File: config.mk
export PLATFORM = sky130hd
export DESIGN_NAME = cusum_variance_change_detector_unit
export DESIGN_NICKNAME = d
export VERILOG_FILES = /design/src/rtl/cvcd_pkg.sv /design/src/rtl/cusum_variance_change_detector_unit.sv /design/src/rtl/cvcd_front.sv /design/src/rtl/cvcd_fifo.sv /design/src/rtl/cvcd_back.sv
export SDC_FILE = /design/constraint.sdc
export NUM_CORES = 2
export LEC_CHECK = 0
export BUFFER_PORTS_ARGS = -buffer_cell sky130_fd_sc_hd__buf_2
export CAP_MARGIN = 20
export CORE_MARGIN = 3
export CORE_UTILIZATION = 40
export DETAILED_ROUTE_END_ITERATION = 10
export MAX_ROUTING_LAYER = met4
export PLACE_DENSITY = 0.62
export SETUP_SLACK_MARGIN = 0.4
export SLEW_MARGIN = 20
export SYNTH_ARGS = -nofsm -noshare
export SYNTH_HDL_FRONTEND = slang
export SYNTH_SLANG_ARGS = --single-unit
File: constraint.sdc
create_clock -name aclk -period 11.37 [get_ports aclk]
set_input_delay 0 -clock aclk [delete_from_list [all_inputs] [get_ports aclk]]
set_output_delay 0 -clock aclk [all_outputs]
set_load 0.005 [all_outputs]
File: src/rtl/cvcd_pkg.sv
// Shared widths, register codes and inter-module types for the CUSUM variance detector.
`timescale 1ns / 1ps

package cvcd_pkg;

    localparam int SAMPLE_W   = 16;
    localparam int TICK_W     = 32;
    localparam int GAIN_W     = 24;
    localparam int SCORE_W    = 32;
    localparam int SQ_W       = 31;                  // x^2 <= 2^30
    localparam int PROD_W     = GAIN_W + SQ_W;       // signed gain * sq
    localparam int FRAC_DROP  = 16;
    localparam int TERM_W     = PROD_W - FRAC_DROP;  // Q16.16 term after floor
    localparam int SUM_W      = TERM_W + 2;          // acc + term - offset
    localparam int CFG_IDX_W  = 3;
    localparam int CFG_DATA_W = 32;
    localparam int IN_DATA_W  = 48;
    localparam int OUT_DATA_W = 40;
    localparam int FIFO_DEPTH = 4;
    localparam int FIFO_PTR_W = 2;
    localparam int FIFO_CNT_W = 3;

    typedef enum logic [CFG_IDX_W-1:0] {
        REG_QUAD_GAIN       = 3'd0,
        REG_SCORE_OFFSET    = 3'd1,
        REG_ALARM_THRESHOLD = 3'd2,
        REG_CONFIRM_WINDOW  = 3'd3,
        REG_ENABLE_TIME     = 3'd4
    } cvcd_reg_t;

    // one classified sample as it waits between front and back
    typedef struct packed {
        logic                     skip;     // before enable time
        logic [TICK_W-1:0]        now_tick;
        logic [TERM_W-1:0]        term;     // signed, floor(gain*x^2 >> 16)
    } cvcd_item_t;

    typedef struct packed {
        logic [SCORE_W-1:0] score_offset;   // signed
        logic [SCORE_W-1:0] alarm_threshold;
        logic [TICK_W-1:0]  confirm_window;
    } cvcd_cfg_t;

endpackage

File: src/rtl/cusum_variance_change_detector_unit.sv
// Top level of the CUSUM variance change detector: register file and datapath wiring.
`timescale 1ns / 1ps

// Takes one sample per clock while s_axis_tready is high and returns one result per sample,
// in order. A sample passes three front-end stages (input register with the enable check,
// x^2, gain multiply), is written to a four-entry queue, and is scored by the accumulator,
// whose feedback loop sustains one item per clock while m_axis_tready does not stall it.
// The accumulator stalls on m_axis_tready alone; the front end keeps taking samples until
// the queue fills. Registers (cfg_index):
// 0 quad_gain, 1 score_offset, 2 alarm_threshold, 3 confirm_window, 4 enable_time;
// other indexes are ignored. cfg_ready is always high. Write registers only while idle.
module cusum_variance_change_detector_unit (
    input  logic                                aclk,
    input  logic                                aresetn,
    input  logic                                s_axis_tvalid,
    output logic                                s_axis_tready,
    input  logic [cvcd_pkg::IN_DATA_W-1:0]      s_axis_tdata,  // sample[15:0], now_tick[47:16]
    output logic                                m_axis_tvalid,
    input  logic                                m_axis_tready,
    output logic [cvcd_pkg::OUT_DATA_W-1:0]     m_axis_tdata,  // alarm[0], score[32:1]
    input  logic                                cfg_valid,
    output logic                                cfg_ready,
    input  logic [cvcd_pkg::CFG_IDX_W-1:0]      cfg_index,
    input  logic [cvcd_pkg::CFG_DATA_W-1:0]     cfg_data
);

    logic [cvcd_pkg::GAIN_W-1:0]  quad_gain_reg;
    logic [cvcd_pkg::SCORE_W-1:0] score_offset_reg;
    logic [cvcd_pkg::SCORE_W-1:0] alarm_threshold_reg;
    logic [cvcd_pkg::TICK_W-1:0]  confirm_window_reg;
    logic [cvcd_pkg::TICK_W-1:0]  enable_time_reg;

    cvcd_pkg::cvcd_cfg_t  back_cfg;
    cvcd_pkg::cvcd_item_t fifo_wdata, fifo_rdata;
    logic                 fifo_full, fifo_push, fifo_pop, fifo_rvalid;

    assign cfg_ready = 1'b1;

    always_ff @(posedge aclk) begin
        if (!aresetn) begin
            quad_gain_reg       <= '0;
            score_offset_reg    <= '0;
            alarm_threshold_reg <= '0;
            confirm_window_reg  <= '0;
            enable_time_reg     <= '0;
        end else if (cfg_valid && cfg_ready) begin
            case (cvcd_pkg::cvcd_reg_t'(cfg_index))
                cvcd_pkg::REG_QUAD_GAIN: begin
                    quad_gain_reg <= cfg_data[cvcd_pkg::GAIN_W-1:0];
                end
                cvcd_pkg::REG_SCORE_OFFSET: begin
                    score_offset_reg <= cfg_data;
                end
                cvcd_pkg::REG_ALARM_THRESHOLD: begin
                    alarm_threshold_reg <= cfg_data;
                end
                cvcd_pkg::REG_CONFIRM_WINDOW: begin
                    confirm_window_reg <= cfg_data;
                end
                cvcd_pkg::REG_ENABLE_TIME: begin
                    enable_time_reg <= cfg_data;
                end
                default: begin
                end
            endcase
        end
    end

    always_comb begin
        back_cfg.score_offset    = score_offset_reg;
        back_cfg.alarm_threshold = alarm_threshold_reg;
        back_cfg.confirm_window  = confirm_window_reg;
    end

    cvcd_front u_front (
        .aclk          (aclk),
        .aresetn       (aresetn),
        .s_axis_tvalid (s_axis_tvalid),
        .s_axis_tready (s_axis_tready),
        .s_axis_tdata  (s_axis_tdata),
        .quad_gain     (quad_gain_reg),
        .enable_time   (enable_time_reg),
        .fifo_full     (fifo_full),
        .fifo_push     (fifo_push),
        .fifo_wdata    (fifo_wdata)
    );

    cvcd_fifo u_fifo (
        .aclk    (aclk),
        .aresetn (aresetn),
        .push    (fifo_push),
        .wdata   (fifo_wdata),
        .full    (fifo_full),
        .pop     (fifo_pop),
        .rvalid  (fifo_rvalid),
        .rdata   (fifo_rdata)
    );

    cvcd_back u_back (
        .aclk          (aclk),
        .aresetn       (aresetn),
        .cfg           (back_cfg),
        .item_valid    (fifo_rvalid),
        .item          (fifo_rdata),
        .item_pop      (fifo_pop),
        .m_axis_tvalid (m_axis_tvalid),
        .m_axis_tready (m_axis_tready),
        .m_axis_tdata  (m_axis_tdata)
    );

endmodule

File: src/rtl/cvcd_front.sv
// Front end: accepts samples, flags pre-enable samples, forms the gain*x^2 term.
`timescale 1ns / 1ps

module cvcd_front (
    input  logic                                aclk,
    input  logic                                aresetn,
    input  logic                                s_axis_tvalid,
    output logic                                s_axis_tready,
    input  logic [cvcd_pkg::IN_DATA_W-1:0]      s_axis_tdata,  // sample[15:0], now_tick[47:16]
    input  logic [cvcd_pkg::GAIN_W-1:0]         quad_gain,
    input  logic [cvcd_pkg::TICK_W-1:0]         enable_time,
    input  logic                                fifo_full,
    output logic                                fifo_push,
    output cvcd_pkg::cvcd_item_t                fifo_wdata
);

    logic                            advance;
    logic [cvcd_pkg::SAMPLE_W-1:0]   sample;
    logic [cvcd_pkg::TICK_W-1:0]     now_tick;
    logic                            skip_next;
    logic [2*cvcd_pkg::SAMPLE_W-1:0] x_ext;
    logic [2*cvcd_pkg::SAMPLE_W-1:0] sq_full;
    logic [cvcd_pkg::PROD_W-1:0]     prod;

    logic                            v1_reg, v2_reg, v3_reg;
    logic                            skip1_reg, skip2_reg, skip3_reg;
    logic [cvcd_pkg::TICK_W-1:0]     now1_reg, now2_reg, now3_reg;
    logic [cvcd_pkg::SAMPLE_W-1:0]   x1_reg;
    logic [cvcd_pkg::SQ_W-1:0]       sq2_reg;
    logic [cvcd_pkg::TERM_W-1:0]     term3_reg;

    always_comb begin
        advance       = !(v3_reg && fifo_full);
        s_axis_tready = advance;
        sample        = s_axis_tdata[cvcd_pkg::SAMPLE_W-1:0];
        now_tick      = s_axis_tdata[cvcd_pkg::SAMPLE_W +: cvcd_pkg::TICK_W];
        skip_next     = enable_time > now_tick;
        x_ext         = {{cvcd_pkg::SAMPLE_W{x1_reg[cvcd_pkg::SAMPLE_W-1]}}, x1_reg};
        sq_full       = x_ext * x_ext;
        // signed 24 x 32 multiply, x^2 is never negative
        prod          = cvcd_pkg::PROD_W'($signed(quad_gain) * $signed({1'b0, sq2_reg}));
        fifo_push     = advance && v3_reg;
        fifo_wdata.skip     = skip3_reg;
        fifo_wdata.now_tick = now3_reg;
        fifo_wdata.term     = term3_reg;
    end

    always_ff @(posedge aclk) begin
        if (!aresetn) begin
            v1_reg <= 1'b0;
            v2_reg <= 1'b0;
            v3_reg <= 1'b0;
        end else if (advance) begin
            v1_reg <= s_axis_tvalid;
            v2_reg <= v1_reg;
            v3_reg <= v2_reg;
        end
    end

    always_ff @(posedge aclk) begin
        if (advance) begin
            x1_reg    <= sample;
            now1_reg  <= now_tick;
            skip1_reg <= skip_next;
            sq2_reg   <= sq_full[cvcd_pkg::SQ_W-1:0];
            now2_reg  <= now1_reg;
            skip2_reg <= skip1_reg;
            // dropping low bits of a two's complement value is a floor
            term3_reg <= prod[cvcd_pkg::PROD_W-1:cvcd_pkg::FRAC_DROP];
            now3_reg  <= now2_reg;
            skip3_reg <= skip2_reg;
        end
    end

endmodule

File: src/rtl/cvcd_fifo.sv
// Short queue between the front end and the accumulator.
`timescale 1ns / 1ps

module cvcd_fifo (
    input  logic                 aclk,
    input  logic                 aresetn,
    input  logic                 push,
    input  cvcd_pkg::cvcd_item_t wdata,
    output logic                 full,
    input  logic                 pop,
    output logic                 rvalid,
    output cvcd_pkg::cvcd_item_t rdata
);

    cvcd_pkg::cvcd_item_t                mem_reg [cvcd_pkg::FIFO_DEPTH];
    logic [cvcd_pkg::FIFO_PTR_W-1:0]     wr_ptr_reg, rd_ptr_reg;
    logic [cvcd_pkg::FIFO_CNT_W-1:0]     count_reg, count_next;

    always_comb begin
        full   = count_reg == cvcd_pkg::FIFO_CNT_W'(cvcd_pkg::FIFO_DEPTH);
        rvalid = count_reg != '0;
        rdata  = mem_reg[rd_ptr_reg];
        count_next = count_reg;
        if (push && !pop) begin
            count_next = count_reg + 1'b1;
        end else if (pop && !push) begin
            count_next = count_reg - 1'b1;
        end
    end

    always_ff @(posedge aclk) begin
        if (!aresetn) begin
            wr_ptr_reg <= '0;
            rd_ptr_reg <= '0;
            count_reg  <= '0;
        end else begin
            if (push) begin
                wr_ptr_reg <= wr_ptr_reg + 1'b1;
            end
            if (pop) begin
                rd_ptr_reg <= rd_ptr_reg + 1'b1;
            end
            count_reg <= count_next;
        end
    end

    always_ff @(posedge aclk) begin
        if (push) begin
            mem_reg[wr_ptr_reg] <= wdata;
        end
    end

endmodule

File: src/rtl/cvcd_back.sv
// Back end: score accumulate with clamp, threshold crossing and confirm logic.
`timescale 1ns / 1ps

module cvcd_back (
    input  logic                              aclk,
    input  logic                              aresetn,
    input  cvcd_pkg::cvcd_cfg_t               cfg,
    input  logic                              item_valid,
    input  cvcd_pkg::cvcd_item_t              item,
    output logic                              item_pop,
    output logic                              m_axis_tvalid,
    input  logic                              m_axis_tready,
    output logic [cvcd_pkg::OUT_DATA_W-1:0]   m_axis_tdata   // alarm[0], score[32:1]
);

    logic [cvcd_pkg::SCORE_W-1:0] score_acc_reg, score_acc_next;
    logic                         pending_valid_reg, pending_valid_next;
    logic [cvcd_pkg::TICK_W-1:0]  pending_time_reg, pending_time_next;
    logic                         m_valid_reg, m_valid_next;
    logic                         alarm_reg, alarm_next;
    logic [cvcd_pkg::SCORE_W-1:0] score_reg, score_next;

    logic [cvcd_pkg::SUM_W-1:0]   sum;
    logic [cvcd_pkg::SCORE_W-1:0] clamped;
    logic [cvcd_pkg::TICK_W-1:0]  delta;

    always_comb begin
        item_pop = item_valid && (!m_valid_reg || m_axis_tready);
        sum = {{(cvcd_pkg::SUM_W-cvcd_pkg::SCORE_W){1'b0}}, score_acc_reg}
            + {{(cvcd_pkg::SUM_W-cvcd_pkg::TERM_W){item.term[cvcd_pkg::TERM_W-1]}}, item.term}
            - {{(cvcd_pkg::SUM_W-cvcd_pkg::SCORE_W){cfg.score_offset[cvcd_pkg::SCORE_W-1]}},
               cfg.score_offset};
        if (sum[cvcd_pkg::SUM_W-1]) begin
            clamped = '0;
        end else if (sum[cvcd_pkg::SUM_W-2:cvcd_pkg::SCORE_W] != '0) begin
            clamped = '1;
        end else begin
            clamped = sum[cvcd_pkg::SCORE_W-1:0];
        end
        delta = item.now_tick - pending_time_reg;   // wraps on backward time

        score_acc_next     = score_acc_reg;
        pending_valid_next = pending_valid_reg;
        pending_time_next  = pending_time_reg;
        alarm_next         = alarm_reg;
        score_next         = score_reg;
        m_valid_next       = m_valid_reg && !m_axis_tready;

        if (item_pop) begin
            m_valid_next = 1'b1;
            alarm_next   = 1'b0;
            score_next   = '0;
            if (!item.skip) begin
                score_acc_next = clamped;
                score_next     = clamped;
                if (clamped > cfg.alarm_threshold) begin
                    score_acc_next = '0;
                    score_next     = cfg.alarm_threshold;
                    if (cfg.confirm_window == '0) begin
                        alarm_next = 1'b1;
                    end else if (!pending_valid_reg) begin
                        pending_valid_next = 1'b1;
                        pending_time_next  = item.now_tick;
                    end else if (delta <= cfg.confirm_window) begin
                        pending_valid_next = 1'b0;
                        pending_time_next  = '0;
                        alarm_next         = 1'b1;
                    end else begin
                        pending_time_next = item.now_tick;
                    end
                end
            end
        end

        m_axis_tvalid = m_valid_reg;
        m_axis_tdata  = {{(cvcd_pkg::OUT_DATA_W-cvcd_pkg::SCORE_W-1){1'b0}}, score_reg, alarm_reg};
    end

    always_ff @(posedge aclk) begin
        if (!aresetn) begin
            score_acc_reg     <= '0;
            pending_valid_reg <= 1'b0;
            pending_time_reg  <= '0;
            m_valid_reg       <= 1'b0;
        end else begin
            score_acc_reg     <= score_acc_next;
            pending_valid_reg <= pending_valid_next;
            pending_time_reg  <= pending_time_next;
            m_valid_reg       <= m_valid_next;
        end
    end

    always_ff @(posedge aclk) begin
        alarm_reg <= alarm_next;
        score_reg <= score_next;
    end

endmodule

==> qor.yml <==
global_route:
  grt_usage: 0.196
  grt_max_degree: 81
  grt_pass1_wl_um: 255000
  grt_pass1_vias: 46300
  antenna_found_initial: 1
  grt_overflow_total: 0
setup_path:
  rrSetupSlack_ns: 1.41
  crit_path_end_kind: "flop"
  arrival_ns: 10.52
  r2r-end: "u_back.score_acc_reg[8]"
  worstPathRequired_ns: 11.93
  crit_type: "reg -> reg"
  cp_max_fo: 32
  crit_path_start_kind: "flop"
  crit_slowest_cell: "dfxtp_4"
  worstRegToRegCells: 35
  cp_slowest_stage_delay_ns: 0.63
placement:
  dp.cells: 8321
  port_buffers: 122
  dp_hpwl_um: 121000
  gp_congestion: 0.892
timing:
  setup_tns_ns: 0
  timing.final.crit_period_ns: 9.96
  fin_hold_ws_ns: 0.0517
  fmax_mhz: 100
  report.final.slew_viol_count: 0
  final_hold_viol_count: 0
  fin_skew_ns: 0.0692
  finalSetupViolations: 0
  rsz0062_at_grt: "false"
  maxSlewHeadroom: 0.224
  min_period_over_period: 0.876
  max_slew.worst_pin.slew_ns: 1.16
logic_synthesis:
  synth-async-reset-ratio: 0
  synth_top_area_cell: "fa_1"
  synth_cell_type_count: 86
  yosys-top-cells-area: "fa_1, edfxtp_1, ha_1"
  ys_seq_elements: 735
  syn_avg_cell_area_um2: 10.4
  synth_top_area_share: 0.264
  ys_warn_count: 0
  netlist_area_um2: 65000
  yosysSeqAreaShare: 0.304
  synth_enable_flop_cells: 505
  syn_inst: 6251
  synth_ff_type: "edfxtp_1"
power:
  switching_share: 0.464
  power.total_mw: 18.8
  p_int_mw: 10.1
  cellLeakagePower_nw: 30.2
  p_per_area_nw_per_um2: 262
  p_seq_frac: 0.228
  clkPwrFrac: 0.140
  comb_power_share: 0.632
  switchingPower_mw: 8.71
  ir_worst_vdd_mv: 0.357
floorplanning:
  die_x_um: 409
  num_rows: 147
  die_h_um: 409
  core_um2: 161000
  die-area_um2: 167000
  initial_utilization: 0.404
  io_pins: 131
final_layout:
  final_common_cell: "inv_1"
  drive_above_1_share: 0.0666
  fin_cells: 8588
  finalNetCount: 7804
  final_cell_mix: "inv_1, nand2_1, fa_1, edfxtp_1, ha_1"
  multiInputGateArea_um2: 39800
  fillCellCount: 15000
  area_growth_pct: 10.2
  largest_reg_flops: 288
  seqCellArea_um2: 19800
clock_tree:
  htree_levels: 3
  cts_buffers: 80
  root_buffer: "clkbuf_16"
  clkLatencyLatePin_ns: 0.68
  ctsLongestPathBuffers: 3
  cts_tree: "yes"
  post_cts_buffers: 0
  clk_pin_slew_ns: 0.06
  clock-sinks: 735
route:
  vias: 43900
  drtAntennaViolNets: 0
  drt_iter0_markers: 2865
  totalWireLength_um: 157000
  drtPass1Iterations: 6
  wl_per_cell_um: 18.3
  drc: 0
  vias_per_cell: 5.11
hold_path:
  holdPathEnd: "u_front.now1_reg[19]"
  min_path_cells: 2
  worstHoldStart: "s_axis_tdata[35]"
  hold_path_class: "in -> reg"
status:
  status: "finished, final reports clean"
job:
  maxCapViolations: 0
cells in the mapped netlist, drive strengths merged, types with 41 or more instances:
cell type,number
nand3,41
inv,1149
o21ai,96
xor2,60
and2,326
a21o,87
dfxtp,230
nand4,46
mux4,72
xnor2,124
ha,498
a221o,69
o21a,44
nand2,892
clkbuf,249
fa,856
nor2,142
nand2b,56
edfxtp,505
a21oi,350
worst max-delay path by stage:
stage | to | from
2_1_floorplan | u_back.score_acc_reg[10] | flop
3_3_place_gp | u_back.score_acc_reg[0] | flop
3_5_place_dp | u_back.score_acc_reg[0] | flop
4_1_cts | u_back.score_acc_reg[4] | flop
5_1_grt | u_back.score_acc_reg[8] | flop
6_report | u_back.score_acc_reg[8] | flop
metal layers:
metal  up-vias  track usage  part of all wire  wire length [um]
li1      20300            -                 -                 -
met1     22400        0.264              0.45             70300
met2      1037        0.321              0.48             75400
met3       184       0.0240             0.056              8840
met4         0       0.0384             0.018              2790
met5         -            -                 0                 0
power groups by stage:
stage	clock [mW]	combinational (mW)	sequential, mW
floorplan	0	9.01	3.86
global placement	0	11.6	4.33
detailed placement	0	11.8	4.34
CTS	2.69	11.9	4.29
global route	2.81	13.5	4.33
finish	2.63	11.9	4.29
cells by family (layout without fill, tap and decap cells):
| group | Yosys count | in the layout | share of synthesized area |
|---|---|---|---|
| xor+xnor | 184 | 184 | 0.0248 |
| compound gates | 825 | 825 | 0.0829 |
| simple gates | 1640 | 1640 | 0.118 |
| fa+ha+maj | 1354 | 1354 | 0.360 |
| flops | 735 | 735 | 0.304 |
| mux | 77 | 77 | 0.0257 |
| buf+inv | 1434 | 1598 | 0.0844 |
| other cells | 2 | 15 | 0.000116 |
final cells by class:
class                   instances  share of cell area
clock buffers                 105              0.0307
well taps                    2160              0.0377
flip-flops and latches        735               0.276
repair buffers                302              0.0317
diodes                          2           0.0000699
multi-input cells            4093               0.556
clock inverters                41             0.00718
inverters                    1150              0.0604
metrics by stage:
step | util | cell area, um^2 | setup slack [ns]
2_1_floorplan | - | 65000 | 1.65
3_3_place_gp | 0.421 | 67700 | 1.05
3_5_place_dp | 0.421 | 67700 | 1.06
4_1_cts | 0.445 | 71600 | 0.968
5_1_grt | 0.445 | 71600 | 0.451
6_report | 0.445 | 71600 | 1.41
worst max-delay path, delay by kind of cell, from the launching register on:
family	cells	cell delay, ns
compound gates	19	4.36
buf+inv	2	0.56
mux	1	0.58
fa+ha+maj	3	1.06
simple gates	8	2.29
xor+xnor	2	0.39
flops	1	0.63
what timing repair did:
item,in CTS,in global routing
hold buffers,118,0
resized for setup,0,3
endpoints found under the setup margin,0,97
hold endpoints to repair,203,0
(Power assumes the default switching activity.)
